### config.mk
export PLATFORM = sky130hd
export DESIGN_NAME = snapshot_image_validator_flat
export DESIGN_NICKNAME = d
export VERILOG_FILES = /design/src/sv/svi_pkg.sv /design/src/sv/svi_if.sv /design/src/sv/snapshot_image_validator.sv /design/src/sv/svi_front.sv /design/src/sv/svi_queue.sv /design/src/sv/svi_back.sv /design/src/flat_wrapper.sv
export VERILOG_INCLUDE_DIRS = /design/src /design/src/sv
export SDC_FILE = /design/constraint.sdc
export NUM_CORES = 1
export LEC_CHECK = 0
export ABC_AREA = 1
export BUFFER_PORTS_ARGS = -buffer_cell sky130_fd_sc_hd__buf_2
export CAP_MARGIN = 20
export CORE_MARGIN = 1.5
export CORE_UTILIZATION = 48
export DETAILED_ROUTE_END_ITERATION = 7
export PLACE_DENSITY = 0.75
export SYNTH_ARGS = -nofsm -noshare
export SYNTH_HDL_FRONTEND = slang
export SYNTH_SLANG_ARGS = --single-unit
### constraint.sdc
create_clock -name clk -period 11.48 [get_ports clk]
set_input_delay 1.148 -clock clk [delete_from_list [all_inputs] [get_ports clk]]
set_output_delay 1.148 -clock clk [all_outputs]
set_load 0.005 [all_outputs]
### src/sv/assert_macros.svh
// ----------------------------------------------------------------------------
// assert_macros.svh
// Concurrent assertion helpers, empty under synthesis.
// ----------------------------------------------------------------------------
`ifndef ASSERT_MACROS_SVH
`define ASSERT_MACROS_SVH

`ifndef SYNTHESIS
`define ASSERT_CLK(lbl, clk, rst_n, prop, msg) \
	lbl: assert property (@(posedge clk) disable iff (!rst_n) prop) else $error(msg);
`define ASSERT_NEVER(lbl, clk, rst_n, cond, msg) \
	lbl: assert property (@(posedge clk) disable iff (!rst_n) !(cond)) else $error(msg);
`else
`define ASSERT_CLK(lbl, clk, rst_n, prop, msg)
`define ASSERT_NEVER(lbl, clk, rst_n, cond, msg)
`endif

`endif

### src/sv/svi_pkg.sv
// ----------------------------------------------------------------------------
// svi_pkg
// Shared constants, codes and types of the snapshot image validator.
// ----------------------------------------------------------------------------
package svi_pkg;

	localparam logic [31:0] SVI_RESET_MAGIC   = 32'h4453_4245;
	localparam logic [15:0] SVI_RESET_VERSION = 16'd9;
	localparam logic [31:0] SVI_RESET_POLY    = 32'hEDB8_8420;
	localparam logic [31:0] SVI_CRC_ONES      = 32'hFFFF_FFFF;
	localparam logic [4:0]  SVI_HDR_BYTES     = 5'd20;
	localparam int          SVI_QUEUE_DEPTH   = 2;
	localparam int          SVI_CFG_IDX_W     = 2;

	typedef enum logic [SVI_CFG_IDX_W-1:0] {
		CFG_MAGIC   = 2'd0,
		CFG_VERSION = 2'd1,
		CFG_POLY    = 2'd2
	} svi_cfg_idx_t;

	typedef enum logic [2:0] {
		ST_OK      = 3'd0,
		ST_TRUNC   = 3'd1,
		ST_MAGIC   = 3'd2,
		ST_VERSION = 3'd3,
		ST_CRC     = 3'd4
	} svi_status_t;

	typedef struct packed {
		logic [7:0]  data;
		logic        crc_init;
		logic        do_crc;
		logic        emit;
		logic        check_crc;
		svi_status_t status;
		logic        hdr_done;
		logic        hdr_ok;
		logic [31:0] seq;
		logic [31:0] length;
		logic [31:0] stored_crc;
	} svi_op_t;

	typedef struct packed {
		logic full;
		logic empty;
	} svi_qstat_t;

endpackage

### src/sv/svi_if.sv
// ----------------------------------------------------------------------------
// svi_if
// Valid/ready channels for image bytes and verdicts.
// ----------------------------------------------------------------------------
interface svi_in_if;
	logic       valid;
	logic       ready;
	logic [7:0] data_byte;
	logic       first_byte;
	logic       last_available;

	modport source (output valid, data_byte, first_byte, last_available, input ready);
	modport sink   (input valid, data_byte, first_byte, last_available, output ready);
endinterface

interface svi_out_if;
	logic        valid;
	logic        ready;
	logic        image_valid;
	logic [2:0]  status;
	logic [31:0] sequence_res;
	logic [31:0] payload_length;
	logic [31:0] computed_crc;

	modport source (output valid, image_valid, status, sequence_res, payload_length,
		computed_crc, input ready);
	modport sink   (input valid, image_valid, status, sequence_res, payload_length,
		computed_crc, output ready);
endinterface

### src/sv/snapshot_image_validator.sv
// ----------------------------------------------------------------------------
// snapshot_image_validator
// Header check and payload 32-bit CRC verdict for snapshot images.
// ----------------------------------------------------------------------------
// One byte is taken per clock cycle while the queue is not full. The header
// parser classifies each byte in the cycle it is taken; payload bytes and
// verdict requests pass through a QUEUE_DEPTH-entry queue to the CRC engine,
// which retires one entry per cycle, unless a verdict waits unaccepted, with a
// single byte-wide, eight-step CRC update. A verdict passes from the queue
// through the output register to verdict_out. While a verdict waits unaccepted
// in the output register the engine retires nothing, so the queue takes up to
// QUEUE_DEPTH further payload or verdict entries before byte_in drops ready;
// other header bytes take no entry. There is no clearing pass after reset.
`include "assert_macros.svh"

module snapshot_image_validator #(
	parameter int QUEUE_DEPTH = svi_pkg::SVI_QUEUE_DEPTH
) (
	input  logic                              clk,
	input  logic                              arst_n,
	svi_in_if.sink                            byte_in,
	svi_out_if.source                         verdict_out,
	input  logic                              cfg_we,
	input  logic [svi_pkg::SVI_CFG_IDX_W-1:0] cfg_idx,
	input  logic [31:0]                       cfg_wdata
);
	import svi_pkg::*;

	logic [31:0] magic_q, poly_q;
	logic [15:0] version_q;
	logic        push, pop;
	svi_op_t     push_op, pop_op;
	svi_qstat_t  qstat;

	always_ff @(posedge clk or negedge arst_n) begin
		if (!arst_n) begin
			magic_q   <= SVI_RESET_MAGIC;
			version_q <= SVI_RESET_VERSION;
			poly_q    <= SVI_RESET_POLY;
		end else if (cfg_we) begin
			case (svi_cfg_idx_t'(cfg_idx))
				CFG_MAGIC:   magic_q   <= cfg_wdata;
				CFG_VERSION: version_q <= cfg_wdata[15:0];
				CFG_POLY:    poly_q    <= cfg_wdata;
				default: ;
			endcase
		end
	end

	svi_front u_front (
		.clk         (clk),
		.arst_n      (arst_n),
		.byte_in     (byte_in),
		.qstat       (qstat),
		.exp_magic   (magic_q),
		.exp_version (version_q),
		.push        (push),
		.push_op     (push_op)
	);

	svi_queue #(
		.DEPTH (QUEUE_DEPTH)
	) u_queue (
		.clk     (clk),
		.arst_n  (arst_n),
		.push    (push),
		.push_op (push_op),
		.pop     (pop),
		.pop_op  (pop_op),
		.qstat   (qstat)
	);

	svi_back u_back (
		.clk         (clk),
		.arst_n      (arst_n),
		.op          (pop_op),
		.qstat       (qstat),
		.poly        (poly_q),
		.pop         (pop),
		.verdict_out (verdict_out)
	);

	`ASSERT_NEVER(a_queue_overflow, clk, arst_n, push && qstat.full, "push into full queue")
	`ASSERT_NEVER(a_queue_underflow, clk, arst_n, pop && qstat.empty, "pop from empty queue")
	`ASSERT_CLK(a_verdict_flag, clk, arst_n, verdict_out.valid |-> (verdict_out.image_valid == (verdict_out.status == ST_OK)), "image_valid disagrees with status")

endmodule

### src/sv/svi_front.sv
// ----------------------------------------------------------------------------
// svi_front
// Header parser: takes bytes, tracks position, checks the header and
// hands payload bytes and verdict requests to the queue.
// ----------------------------------------------------------------------------
module svi_front (
	input  logic                clk,
	input  logic                arst_n,
	svi_in_if.sink              byte_in,
	input  svi_pkg::svi_qstat_t qstat,
	input  logic [31:0]         exp_magic,
	input  logic [15:0]         exp_version,
	output logic                push,
	output svi_pkg::svi_op_t    push_op
);
	import svi_pkg::*;

	logic [4:0]  hdr_cnt_q;
	logic        done_q;
	logic        fresh_q;
	logic [31:0] remain_q;
	logic [31:0] magic_q, seq_q, crc_q, len_q;
	logic [15:0] ver_q;

	logic [31:0] magic_nx, seq_nx, crc_nx, len_nx;
	logic [15:0] ver_nx;
	logic [4:0]  off;
	logic        active, in_hdr, accept, fresh;
	svi_op_t     op;

	assign byte_in.ready = !qstat.full;
	assign accept        = byte_in.valid && byte_in.ready;
	assign off           = byte_in.first_byte ? '0 : hdr_cnt_q;
	assign active        = byte_in.first_byte || !done_q;
	assign in_hdr        = off != SVI_HDR_BYTES;
	assign fresh         = byte_in.first_byte || fresh_q;

	always_comb begin
		magic_nx = magic_q;
		ver_nx   = ver_q;
		seq_nx   = seq_q;
		crc_nx   = crc_q;
		len_nx   = len_q;
		case (off) inside
			[5'd0:5'd3]:   magic_nx[off[1:0]*8 +: 8] = byte_in.data_byte;
			[5'd4:5'd5]:   ver_nx[off[0]*8 +: 8]     = byte_in.data_byte;
			[5'd8:5'd11]:  seq_nx[off[1:0]*8 +: 8]   = byte_in.data_byte;
			[5'd12:5'd15]: crc_nx[off[1:0]*8 +: 8]   = byte_in.data_byte;
			[5'd16:5'd19]: len_nx[off[1:0]*8 +: 8]   = byte_in.data_byte;
			default: ;
		endcase
	end

	always_comb begin
		op            = '0;
		op.data       = byte_in.data_byte;
		op.crc_init   = fresh;
		op.status     = ST_OK;
		op.seq        = seq_nx;
		op.length     = len_nx;
		op.stored_crc = crc_nx;
		if (in_hdr) begin
			if (off == SVI_HDR_BYTES - 5'd1) begin
				op.hdr_done = 1'b1;
				if (magic_nx != exp_magic) begin
					op.emit   = 1'b1;
					op.status = ST_MAGIC;
				end else if (ver_nx != exp_version) begin
					op.emit   = 1'b1;
					op.status = ST_VERSION;
				end else if (len_nx == '0) begin
					op.emit      = 1'b1;
					op.check_crc = 1'b1;
					op.hdr_ok    = 1'b1;
				end else if (byte_in.last_available) begin
					op.emit   = 1'b1;
					op.status = ST_TRUNC;
					op.hdr_ok = 1'b1;
				end
			end else if (byte_in.last_available) begin
				op.emit   = 1'b1;
				op.status = ST_TRUNC;
			end
		end else begin
			op.do_crc   = 1'b1;
			op.hdr_done = 1'b1;
			op.hdr_ok   = 1'b1;
			if (remain_q == 32'd1) begin
				op.emit      = 1'b1;
				op.check_crc = 1'b1;
			end else if (byte_in.last_available) begin
				op.emit   = 1'b1;
				op.status = ST_TRUNC;
			end
		end
	end

	assign push    = accept && active && (op.emit || op.do_crc);
	assign push_op = op;

	always_ff @(posedge clk or negedge arst_n) begin
		if (!arst_n) begin
			hdr_cnt_q <= '0;
			done_q    <= 1'b1;
			fresh_q   <= 1'b1;
		end else if (accept && active) begin
			hdr_cnt_q <= in_hdr ? 5'(off + 5'd1) : off;
			done_q    <= op.emit;
			fresh_q   <= push ? 1'b0 : fresh;
		end
	end

	always_ff @(posedge clk) begin
		if (accept && active) begin
			magic_q  <= magic_nx;
			ver_q    <= ver_nx;
			seq_q    <= seq_nx;
			crc_q    <= crc_nx;
			len_q    <= len_nx;
			remain_q <= in_hdr ? len_nx : 32'(remain_q - 32'd1);
		end
	end

endmodule

### src/sv/svi_queue.sv
// ----------------------------------------------------------------------------
// svi_queue
// Short queue of classified operations between parser and CRC engine.
// ----------------------------------------------------------------------------
module svi_queue #(
	parameter int DEPTH = svi_pkg::SVI_QUEUE_DEPTH
) (
	input  logic                clk,
	input  logic                arst_n,
	input  logic                push,
	input  svi_pkg::svi_op_t    push_op,
	input  logic                pop,
	output svi_pkg::svi_op_t    pop_op,
	output svi_pkg::svi_qstat_t qstat
);
	import svi_pkg::*;

	localparam int PTR_W = $clog2(DEPTH);
	localparam int CNT_W = $clog2(DEPTH + 1);

	svi_op_t            mem_q [DEPTH];
	logic [PTR_W-1:0]   wr_ptr_q, rd_ptr_q;
	logic [CNT_W-1:0]   cnt_q;

	assign pop_op      = mem_q[rd_ptr_q];
	assign qstat.full  = cnt_q == CNT_W'(DEPTH);
	assign qstat.empty = cnt_q == '0;

	always_ff @(posedge clk) begin
		if (push) begin
			mem_q[wr_ptr_q] <= push_op;
		end
	end

	always_ff @(posedge clk or negedge arst_n) begin
		if (!arst_n) begin
			wr_ptr_q <= '0;
			rd_ptr_q <= '0;
			cnt_q    <= '0;
		end else begin
			if (push) begin
				wr_ptr_q <= (wr_ptr_q == PTR_W'(DEPTH - 1)) ? '0 : PTR_W'(wr_ptr_q + 1'b1);
			end
			if (pop) begin
				rd_ptr_q <= (rd_ptr_q == PTR_W'(DEPTH - 1)) ? '0 : PTR_W'(rd_ptr_q + 1'b1);
			end
			case ({push, pop})
				2'b10:   cnt_q <= CNT_W'(cnt_q + 1'b1);
				2'b01:   cnt_q <= CNT_W'(cnt_q - 1'b1);
				default: cnt_q <= cnt_q;
			endcase
		end
	end

endmodule

### src/sv/svi_back.sv
// ----------------------------------------------------------------------------
// svi_back
// CRC engine: runs the byte-wide 32-bit CRC update and registers verdicts.
// ----------------------------------------------------------------------------
module svi_back (
	input  logic                clk,
	input  logic                arst_n,
	input  svi_pkg::svi_op_t    op,
	input  svi_pkg::svi_qstat_t qstat,
	input  logic [31:0]         poly,
	output logic                pop,
	svi_out_if.source           verdict_out
);
	import svi_pkg::*;

	function automatic logic [31:0] crc_byte(input logic [31:0] crc_in,
		input logic [7:0] b, input logic [31:0] p);
		logic [31:0] c;
		c = crc_in ^ {24'd0, b};
		for (int k = 0; k < 8; k++) begin
			c = (c >> 1) ^ (p & {32{c[0]}});
		end
		return c;
	endfunction

	logic [31:0] crc_q;
	logic        vld_q;
	logic [31:0] crc_base, crc_nx, fin;
	svi_status_t st;

	assign pop      = !qstat.empty && (!vld_q || verdict_out.ready);
	assign crc_base = op.crc_init ? SVI_CRC_ONES : crc_q;
	assign crc_nx   = op.do_crc ? crc_byte(crc_base, op.data, poly) : crc_base;
	assign fin      = crc_nx ^ SVI_CRC_ONES;
	assign st       = op.check_crc ? ((fin == op.stored_crc) ? ST_OK : ST_CRC) : op.status;

	assign verdict_out.valid = vld_q;

	always_ff @(posedge clk or negedge arst_n) begin
		if (!arst_n) begin
			crc_q <= SVI_CRC_ONES;
			vld_q <= 1'b0;
		end else begin
			if (pop) begin
				crc_q <= crc_nx;
			end
			if (pop && op.emit) begin
				vld_q <= 1'b1;
			end else if (verdict_out.ready) begin
				vld_q <= 1'b0;
			end
		end
	end

	always_ff @(posedge clk) begin
		if (pop && op.emit) begin
			verdict_out.image_valid    <= st == ST_OK;
			verdict_out.status         <= 3'(st);
			verdict_out.sequence_res   <= op.hdr_done ? op.seq : '0;
			verdict_out.payload_length <= op.hdr_done ? op.length : '0;
			verdict_out.computed_crc   <= op.hdr_ok ? fin : '0;
		end
	end

endmodule

### src/flat_wrapper.sv
// flat-port wrapper written by rule: the top's interface ports become plain ports
module snapshot_image_validator_flat import svi_pkg::*;
#(
	parameter int QUEUE_DEPTH = svi_pkg::SVI_QUEUE_DEPTH
)
  (clk, arst_n, cfg_we, cfg_idx, cfg_wdata, byte_in_valid, byte_in_data_byte, byte_in_first_byte, byte_in_last_available, byte_in_ready, verdict_out_valid, verdict_out_image_valid, verdict_out_status, verdict_out_sequence_res, verdict_out_payload_length, verdict_out_computed_crc, verdict_out_ready);
  svi_in_if byte_in_i ();
  svi_out_if verdict_out_i ();
  input  logic clk;
  input  logic arst_n;
  input  logic cfg_we;
  input  logic [svi_pkg::SVI_CFG_IDX_W-1:0] cfg_idx;
  input  logic [31:0] cfg_wdata;
  input wire logic [$bits(byte_in_i.valid)-1:0] byte_in_valid;
  input wire logic [$bits(byte_in_i.data_byte)-1:0] byte_in_data_byte;
  input wire logic [$bits(byte_in_i.first_byte)-1:0] byte_in_first_byte;
  input wire logic [$bits(byte_in_i.last_available)-1:0] byte_in_last_available;
  output wire logic [$bits(byte_in_i.ready)-1:0] byte_in_ready;
  output wire logic [$bits(verdict_out_i.valid)-1:0] verdict_out_valid;
  output wire logic [$bits(verdict_out_i.image_valid)-1:0] verdict_out_image_valid;
  output wire logic [$bits(verdict_out_i.status)-1:0] verdict_out_status;
  output wire logic [$bits(verdict_out_i.sequence_res)-1:0] verdict_out_sequence_res;
  output wire logic [$bits(verdict_out_i.payload_length)-1:0] verdict_out_payload_length;
  output wire logic [$bits(verdict_out_i.computed_crc)-1:0] verdict_out_computed_crc;
  input wire logic [$bits(verdict_out_i.ready)-1:0] verdict_out_ready;
  assign byte_in_i.valid = byte_in_valid;
  assign byte_in_i.data_byte = byte_in_data_byte;
  assign byte_in_i.first_byte = byte_in_first_byte;
  assign byte_in_i.last_available = byte_in_last_available;
  assign byte_in_ready = byte_in_i.ready;
  assign verdict_out_valid = verdict_out_i.valid;
  assign verdict_out_image_valid = verdict_out_i.image_valid;
  assign verdict_out_status = verdict_out_i.status;
  assign verdict_out_sequence_res = verdict_out_i.sequence_res;
  assign verdict_out_payload_length = verdict_out_i.payload_length;
  assign verdict_out_computed_crc = verdict_out_i.computed_crc;
  assign verdict_out_i.ready = verdict_out_ready;
  snapshot_image_validator #(.QUEUE_DEPTH(QUEUE_DEPTH)) u_core (.clk(clk), .arst_n(arst_n), .byte_in(byte_in_i), .verdict_out(verdict_out_i), .cfg_we(cfg_we), .cfg_idx(cfg_idx), .cfg_wdata(cfg_wdata));
endmodule
After elaboration in Yosys (flattened, before gate mapping) --
Memory sizes are Yosys's and may differ from the RTL's. Index checks and enable logic that the tools add are counted. Widths: inputs -> output; s select.
Storage, ports and cells: memories kept 1, word-level logic and storage cells 158, bits in writable memories 226, flip-flop bits (word level) 400, output and inout bits 102
Operators by class: add/sub/neg operators 8, muxes and demuxes 57, shift operators 4, bitwise logic cells 18, equality and inequality tests 11, order comparisons 10, reductions and logical operators 27
Memory list:
- u_core.u_queue.mem_q | words 2, width 113, read ports 1, clocked after Yosys merged registers in 0, wr ports 1, RTL line svi_queue.sv:21 | svi_op_t mem_q [DEPTH];
Operator list (number):
- $mux 32 | 16
- $and 32x32->32 | 8
- $xor 31x32->32 | 8
- $bwmux 32 | 4
- $neg 4->34 | 1
- $neg 5->34 | 1
- $shift 8x34->16 const A | 1
- $shift 8x34->32 const A | 1
- $shiftx 8x34->16 | 1
- $shiftx 8x34->32 | 1
- $eq 32x1->1 const B | 1
- $eq 32x32->1 | 1
- $logic_not 32->1 | 1
- $mux 16 | 2
- $ne 32x32->1 | 1
- $not 32->32 | 1
- $sub 32x1->32 const B | 1
- $xor 32x8->32 | 1
- $mux 1 | 23
- $bwmux 16 | 1
- $ne 16x16->1 | 1
- $mux 3 | 4
- $ge 5x4->1 const B | 2
- $le 5x4->1 const B | 2
- 25 further kinds | 51

Depth between registers and ports, before layout --
Gate-level depths: netlist (run 1). An unclocked memory read counts as a cell.
depth after elaboration 25, mapped depth 39, gate-level depth less buffers 38

Modules after synthesis --
Synthesis (run 1) repeated with hierarchy kept, for this count alone.
Second synthesis, totals: cells, all modules 4549, area total of the unflattened synthesis 35983.3 um^2
Modules (own cells, without submodules):
- svi_back | times used 1, seq. area each 3868.7 um^2, cells an instance 2190, area each 12847.3 um^2
- svi_front | times used 1, seq. area each 5462.7 um^2, cells an instance 1390, area each 11019.3 um^2
- svi_queue | times used 1, seq. area each 6886.6 um^2, cells an instance 614, area each 8757.1 um^2
- snapshot_image_validator | times used 1, seq. area each 2034.5 um^2, cells an instance 355, area each 3359.5 um^2

Worst setup path before layout (run 1) --
Ideal clock, no wire load.
kind input -> register, start point input byte_in_first_byte, end point memory u_core.u_queue.mem_q[1][0] (netlist bit), enable pin, stages on the path 6, path buffers 0, required time 10895 ps, slack 824 ps, arrival 10070 ps, setup time 585 ps, cell sequence o211ai_1 -> inv_1 -> nand2_1 -> o21ai_1 -> inv_2 -> nor2_1
On the way: cells in the longest elaborated chain, start to end 19, elaborated cells between the ends (all ways) 50, classes of those cells add/sub (2); order compare (10); eq/ne (4); shift (4); mux (20); reduce/logical (10)
Ends and longest elaborated chain:
- start: declaration | RTL line flat_wrapper.sv:16 | input wire logic [$bits(byte_in_i.first_byte)-1:0] byte_in_first_byte;
- $mux 5 | RTL line svi_front.sv:33 | assign off = byte_in.first_byte ? '0 : hdr_cnt_q;
- $neg 5->34 | RTL line svi_front.sv:45, svi_front.sv:49
- $shiftx 8x34->32 / $shift 8x34->32 (equally long branches) | RTL line svi_front.sv:45, svi_front.sv:49
- $bwmux 32 | RTL line svi_front.sv:49 | [5'd16:5'd19]: len_nx[off[1:0]*8 +: 8] = byte_in.data_byte;
- $mux 32 (5 in series) | RTL line svi_front.sv:44 | case (off) inside
- $logic_not 32->1 | RTL line svi_front.sv:71 | end else if (len_nx == '0) begin
- $mux 1 | RTL line svi_front.sv:71
- $mux 1 | RTL line svi_front.sv:68 | end else if (ver_nx != exp_version) begin
- $mux 1 | RTL line svi_front.sv:65 | if (magic_nx != exp_magic) begin
- $mux 1 | RTL line svi_front.sv:63 | if (off == SVI_HDR_BYTES - 5'd1) begin
- $mux 7 | RTL line svi_front.sv:62 | if (in_hdr) begin
- $logic_or 1x1->1 | RTL line svi_front.sv:98 | assign push = accept && active && (op.emit || op.do_crc);
- $logic_and 1x1->1 * | RTL line svi_front.sv:98
- $mux 1 * | RTL line svi_queue.sv:30 | if (push) begin
- $mux 1 (implied by the code) * | RTL line svi_queue.sv:31 | mem_q[wr_ptr_q] <= push_op;
- end: declaration | RTL line svi_queue.sv:21
Mark *: on every way between the ends. The rest lies on a longest branch, timed or not.

Worst setup path after layout (run 1) --
start point register u_core.u_queue.rd_ptr_q, end point register u_core.u_back.verdict_out.status[2], data pin
On the way: cells in the longest elaborated chain, start to end 24
Ends and longest elaborated chain:
- start: declaration | RTL line svi_queue.sv:22 | logic [PTR_W-1:0] wr_ptr_q, rd_ptr_q;
- start signal: assignment | RTL line svi_queue.sv:45 | rd_ptr_q <= (rd_ptr_q == PTR_W'(DEPTH - 1)) ? '0 : PTR_W'(rd_ptr_q + 1'b1);
- $mem_v2 2x113 *
- $mux 32 | RTL line svi_back.sv:32 | assign crc_base = op.crc_init ? SVI_CRC_ONES : crc_q;
- $xor 32x8->32 | RTL line svi_back.sv:19 | c = crc_in ^ {24'd0, b};
- $and 32x32->32 | RTL line svi_back.sv:21 | c = (c >> 1) ^ (p & {32{c[0]}});
- $xor 31x32->32 | RTL line svi_back.sv:21
- $and 32x32->32 | RTL line svi_back.sv:21
- $xor 31x32->32 | RTL line svi_back.sv:21
- $and 32x32->32 | RTL line svi_back.sv:21
- [... 9 more ...]
- $and 32x32->32 | RTL line svi_back.sv:21
- $xor 31x32->32 | RTL line svi_back.sv:21
- $mux 32 | RTL line svi_back.sv:33 | assign crc_nx = op.do_crc ? crc_byte(crc_base, op.data, poly) : crc_base;
- $not 32->32 (no line)
- $eq 32x32->1 | RTL line svi_back.sv:35 | assign st = op.check_crc ? ((fin == op.stored_crc) ? ST_OK : ST_CRC) : op.status;
- $mux 3 | RTL line svi_back.sv:35
- $mux 3 * | RTL line svi_back.sv:35
- named net u_core.u_back.st[2] | RTL line svi_back.sv:29 | svi_status_t st;
- end signal: assignment | RTL line svi_back.sv:58 | verdict_out.status <= 3'(st);
- end: declaration | RTL line svi_if.sv:25 | modport source (output valid, image_valid, status, sequence_res, payload_length,
The timed path passes the listed nets; every way through them passes the cells marked *. A chain may end at the register's enable or synchronous reset.

==> flow_summary.toml, run 1 <==
[placement]
portBuffers = 150
dpl.cell_count = 4952
post-place-ws_ns = 2.33
placed_cell_area_um2 = 35100
dpl.hpwl_um = 64900
gp_congestion = 0.948

[synth]
synth-seq-cells = 624
seq_area_frac_synth = 0.542
synth_enable_flop_cells = 500
postSynthCellCount = 4009
synth.avg_cell_area_um2 = 8.37
synth_area_leader_cell = "edfxtp_1"
yosys.cell_count.top_type = "nand2_1"
synth_area_leaders = "edfxtp_1, nand2_1, nand3_1"
yosysTopAreaCellShare = 0.447
synth.cell_area_um2 = 33600
synth.distinct_cells = 47
synth_flop_cell = "edfxtp_1"
async_flop_share = 0.199
ys_top_cells_by_count = "nand2_1, edfxtp_1, inv_1"
yosysWarnings = 0
synth_nets = 4067

[routing]
drt-total-wl_um = 94000
antenna_left = 0
vias = 27700
viasPerCell = 5.45
first_pass_iters = 8
drt_iter0_drc = 2894
drc = 0
post_drt_wl_per_cell_um = 18.5

[floorplanning]
die_area_um2 = 71500
die_x_um = 267
die_h_um = 267
io_pins = 151
core_area_um2 = 68900
initial_core_util = 0.487
rows = 96

[critical_path]
critPathBufInv = 2
crit_family = "simple AND/OR/NAND/NOR gates"
crit_slowest_cell = "nand2_2"
cp.arrival_ns = 9.64
end_kind = "flop"
worst_path_most_repeated_cell = "nand3_1"
slowest_delay_ns = 0.75
setup.worst_path.start_class = "flop"
worstSetupPathType = "reg -> reg"
cp.required_ns = 11.80
path_max_fanout = 54

[clock_tree]
clockBufferDepth = 3
clk_latency_ns = 0.62
clkTransAtPathRegs_ns = 0.06
postCtsHoldBufs = 0
cts_htree_levels = 3
ctsResizeCount = 0
cts_made_buffers = 68
cts_tree = "built"
clockRootBuffer = "clkbuf_16"
post_cts_buffers = 0
numClockSinks = 624

[grt]
grt_max_degree = 113
track_usage = 0.263
grt_util_met3 = 0.0451
grt_pass1_vias = 25500
grt_util_met1 = 0.357
overflow = 0
grt_pass1_wl_um = 144000
met2_usage = 0.410
antenna_found_initial = 2
grt.busiest_layer = "met2"

[cells_and_area]
drive_above_1_share = 0.111
fin_util = 0.541
area_delta_synth_final_pct = 11.1
nets = 4151
design_area_um2 = 37300
fin_cells = 5076

[sta]
skew_ns = 0.0330
max_freq_ghz = 0.107
setup_violations = 0
period_share = 0.811
rsz0062_at_grt = "false"
worst_slack_ns = 2.16
period_minus_slack_ns = 9.32
worst_slew_pin_slew_ns = 1.05
tns_ns = 0
relSlewSlack = 0.297
slew_viol_final = 0
hold_viol_final = 0

[worst_hold_path]
hp-class = "reg -> reg"

[pwr]
leakagePower_nw = 16.6
irDropWorstVdd_v = 0.000169
p_per_area_nw_per_um2 = 312

[status]
outcome = "completed"

[flow_run]
maxCapViolations = 0
-- metrics by stage --
step	hold WS, ns	power (mW)
2_1_floorplan	0.466	7.89
3_3_place_gp	0.487	9.23
3_5_place_dp	0.489	9.37
4_1_cts	0.502	11.6
5_1_grt	0.514	12.5
6_report	0.501	11.7
-- logic make-up after synthesis --
family          synth area share
simple gates               0.275
buf+inv                   0.0754
mux                      0.00313
xor+xnor                  0.0357
compound gates            0.0655
flops                      0.542
fa+ha+maj                0.00335
-- path summary, 6_finish.rpt --
| path | startpoint | end | slack [ns] | cells past startpoint |
|---|---|---|---|---|
| hold reg to reg | u_core.version_q[13] | u_core.version_q[13] | 0.50 | 2 |
| setup / recovery | u_core.u_queue.rd_ptr_q | u_core.u_back.verdict_out.status[2] | 2.16 | 29 |
| setup reg to reg | u_core.u_queue.rd_ptr_q | u_core.u_back.verdict_out.status[2] | 2.16 | 29 |
| min in group asynchronous | arst_n | u_core.poly_q[28] | 0.62 | 1 |
| hold / removal | u_core.version_q[13] | u_core.version_q[13] | 0.50 | 2 |
| max in group asynchronous | arst_n | u_core.version_q[7] | 9.36 | 2 |
-- per-layer routing --
layer	vias to the layer above	part of all wire
li1	13200	-
met1	13100	0.41
met2	1214	0.46
met3	220	0.092
met4	2	0.044
met5	-	0.00014
-- sequential cells by signal, summed over array words and instances (netlist names), 2 cells and up --
name	flops
u_core.version_q	16
u_core.u_front.crc_q	32
u_core.u_back.crc_q	32
u_core.u_front.hdr_cnt_q	5
u_core.u_front.len_q	32
u_core.u_front.ver_q	16
u_core.u_back.verdict_out.sequence_res	32
u_core.u_front.remain_q	32
u_core.poly_q	32
u_core.u_queue.mem_q	224
u_core.u_front.magic_q	32
u_core.magic_q	32
u_core.u_back.verdict_out.status	3
u_core.u_back.verdict_out.payload_length	32
u_core.u_queue.cnt_q	2
u_core.u_back.verdict_out.computed_crc	32
u_core.u_front.seq_q	32
-- where the power goes --
part / leakage (nW) / switching, mW / internal [mW] / total, mW
clock network: 1.08 / 0.943 / 1.27 / 2.21
registers: 6.11 / 0.325 / 3.39 / 3.72
logic: 9.37 / 4.02 / 1.71 / 5.73
total: 16.6 / 5.29 / 6.37 / 11.7
-- final cells by class --
class | instances | area, µm²
clock buffer | 82 | 1790
sequential | 624 | 18200
fill | 6231 | 31600
inverter | 472 | 1780
multi-input combinational | 2745 | 12900
antenna | 1 | 2.50
clock inverter | 39 | 449
timing repair buffer | 182 | 1030
tap | 931 | 1160
-- tightest hold or removal path: cells and delay by family, from the launching register on --
| kind | cells | cell delay (ns) |
|---|---|---|
| AOI/OAI and AO/OA | 1 | 0.06 |
| and+or+nand+nor | 1 | 0.05 |
| DFF | 1 | 0.35 |
-- cell usage in the layout, fill, tap and decap left out, types with 15 or more instances in the layout --
| cell type | n |
|---|---|
| nand2_1 | 1445 |
| edfxtp_1 | 500 |
| inv_1 | 460 |
| nand3_1 | 356 |
| o21ai_0 | 241 |
| nor2_1 | 212 |
| buf_2 | 149 |
| xor2_1 | 79 |
| clkbuf_16 | 69 |
| dfrtp_1 | 63 |
| dfstp_2 | 60 |
| xnor2_1 | 58 |
| or2_2 | 55 |
| o21a_1 | 51 |
| a21oi_1 | 46 |
| nand4_1 | 38 |
| buf_4 | 30 |
| a31oi_1 | 24 |
| nor3_1 | 22 |
| nand3_2 | 16 |
| nand2_2 | 15 |
Note: power is estimated with default switching activity, not from simulation.
==> run 2, diff against run 1 <==
ABC_AREA = 0   (was 1)
clock period = 8.95 ns   (was 11.48 ns; I/O delays follow)
==> run 2 against run 1 <==
Hold slack got worse by 0.16 ns. Count of clock-buffer cells in the layout increased by 6. Critical path depth decreased by 11. Cell count decreased by 24%. Die area decreased by 3.0%. Sequential share of layout area increased by 1.3 points. Critical path type unchanged. Critical endpoint unchanged.
==> flow_summary.toml, run 2 <==
[clock_tree]
cts_tree = "built"
post_cts_buffers = 0
clk_latency_ns = 0.63
clkTransAtPathRegs_ns = 0.06
clockRootBuffer = "clkbuf_16"
cts_made_buffers = 68
cts_htree_levels = 3
clockBufferDepth = 3
ctsResizeCount = 0
numClockSinks = 624
postCtsHoldBufs = 0

[grt]
grt_pass1_wl_um = 139000
grt_pass1_vias = 22000
antenna_found_initial = 1
grt_max_degree = 87
track_usage = 0.264
overflow = 0

[floorplanning]
rows = 95
io_pins = 151
die_h_um = 263
initial_core_util = 0.485
core_area_um2 = 67200
die_x_um = 263
die_area_um2 = 69400

[routing]
drt-total-wl_um = 93200
antenna_left = 0
viasPerCell = 6.06
post_drt_wl_per_cell_um = 24.1
vias = 23400
drc = 0
drt_iter0_drc = 2544
first_pass_iters = 6

[synth]
synth_area_leader_cell = "edfxtp_1"
synth-seq-cells = 624
synth.distinct_cells = 115
synth_nets = 2918
postSynthCellCount = 2860
synth.avg_cell_area_um2 = 11.4
ys_top_cells_by_count = "edfxtp_1, nand2_1, nor2_1"
async_flop_share = 0.199
yosysTopAreaCellShare = 0.461
synth.cell_area_um2 = 32600
yosys.cell_count.top_type = "edfxtp_1"
yosysWarnings = 0
synth_area_leaders = "edfxtp_1, xnor2_1, mux2_2"
synth_enable_flop_cells = 500
seq_area_frac_synth = 0.559
synth_flop_cell = "edfxtp_1"

[sta]
relSlewSlack = 0.231
max_freq_ghz = 0.140
setup_violations = 0
skew_ns = 0.0379
period_minus_slack_ns = 7.16
period_share = 0.800
rsz0062_at_grt = "false"
slew_viol_final = 0
tns_ns = 0
hold_viol_final = 0
hold_slack_ns = 0.343
worst_slew_pin_slew_ns = 1.14
worst_slack_ns = 1.79

[cells_and_area]
multiInputGateArea_um2 = 13500
layout_commonest_cell = "edfxtp_1"
largest-register = "u_core.u_queue.mem_q"
insertedDiodeCount = 0
final_cell_mix = "edfxtp_1, nand2_1, nor2_1"
fin_cells = 3867
final.fill_count = 5586
drive_above_1_share = 0.192
largest_register_ffs = 224
nets = 2998
final-seq-area_um2 = 18200
area_delta_synth_final_pct = 11.7

[critical_path]
end_kind = "flop"
reg2regPathDepth = 18
slowest_delay_ns = 0.86
r2r-start = "u_core.u_queue.rd_ptr_q"
cp.arrival_ns = 7.52
path_max_fanout = 46
regToRegSetupSlack_ns = 1.79
worstSetupPathType = "reg -> reg"
crit_family = "compound AO/OA/AOI/OAI gates"
setup.worst_path.start_class = "flop"
cp.required_ns = 9.32
crit_slowest_cell = "o31ai_4"
worst_path_most_repeated_cell = "a211oi_2"
rr_endpoint = "u_core.u_back.verdict_out.status[2]"
crit_chain = "mux2_2 > nand2_1 > a211oi_2 > a32o_1 > a211oi_2 > o22ai_1 > o221a_1 > a21oi_4 > nor3_2 > o211a_2 > o31ai_4 > nand3_2 > mux2_4 > a2111oi_2 > nand2_1 > a211oi_2 > nand3_1 > o21ba_1"
critPathBufInv = 0

[placement]
gp_congestion = 1.00
dpl.hpwl_um = 63300
portBuffers = 150
dpl.cell_count = 3740
post-place-ws_ns = 1.62

[status]
outcome = "completed"

[worst_hold_path]
hp-class = "in -> async"

[flow_run]
maxCapViolations = 0
run 2: changes by cell type in the layout (fill, tap and decap cells not counted), moves of 26 or more:
cell     before  now
a21oi_1      46  131
a32oi_1       1   27
inv_1       460   54
mux2_2        4  151
mux2i_1       5   93
nand2_1    1445  373
nand3_1     356   67
nor2_1      212  271
nor3_1       22   49
o21a_1       51    5
o21ai_0     241  175
or2_2        55    4
xnor2_1      58  196
run 2: worst max path at each step:
| stage | startpoint | cells after the start | end |
|---|---|---|---|
| floorplan | byte_in_first_byte | 23 | u_core.u_queue.mem_q[0][0] |
| global placement | byte_in_first_byte | 22 | u_core.u_queue.mem_q[1][48] |
| detailed placement | byte_in_first_byte | 22 | u_core.u_queue.mem_q[1][48] |
| CTS | u_core.u_queue.rd_ptr_q | 18 | u_core.u_back.verdict_out.status[2] |
| global route | u_core.u_queue.rd_ptr_q | 18 | u_core.u_back.verdict_out.status[2] |
| finish | u_core.u_queue.rd_ptr_q | 18 | u_core.u_back.verdict_out.status[2] |
run 2: layout make-up:
| class | instances | share of cell area |
|---|---|---|
| flip-flops and latches | 624 | 0.500 |
| multi-input cells | 1998 | 0.371 |
| clock buffers | 88 | 0.0506 |
| repair buffers | 191 | 0.0304 |
| well taps | 873 | 0.0300 |
| clock inverters | 36 | 0.0119 |
| inverters | 57 | 0.00588 |
run 2: per-layer routing:
layer	up-vias	wire length, µm	track usage
li1	10500	-	-
met1	11400	36900	0.354
met2	1234	43400	0.421
met3	248	8130	0.0437
met4	2	4730	0.122
met5	-	17	0
run 2: per-stage QoR:
step	area, µm²	utilization
after floorplan	32600	-
after global placement	34000	0.507
after detailed placement	34000	0.507
after CTS	36300	0.541
after global routing	36400	0.542
final	36400	0.542
run 2: kinds of logic (layout without fill, tap and decap cells):
logic type / Yosys count / count (layout) / share of synthesized area
XOR/XNOR: 294 / 294 / 0.0912
buffers and inverters: 238 / 372 / 0.0299
flip-flops: 624 / 624 / 0.559
multiplexers: 249 / 249 / 0.0825
AND/OR/NAND/NOR: 918 / 918 / 0.128
adder cells (fa/ha/maj): 9 / 9 / 0.00346
AO/OA/AOI/OAI: 528 / 528 / 0.107
Power of run 2 is left out: the tool's default activity adds up to more than one toggle a clock period on the data nets, which glitch-free logic cannot reach.
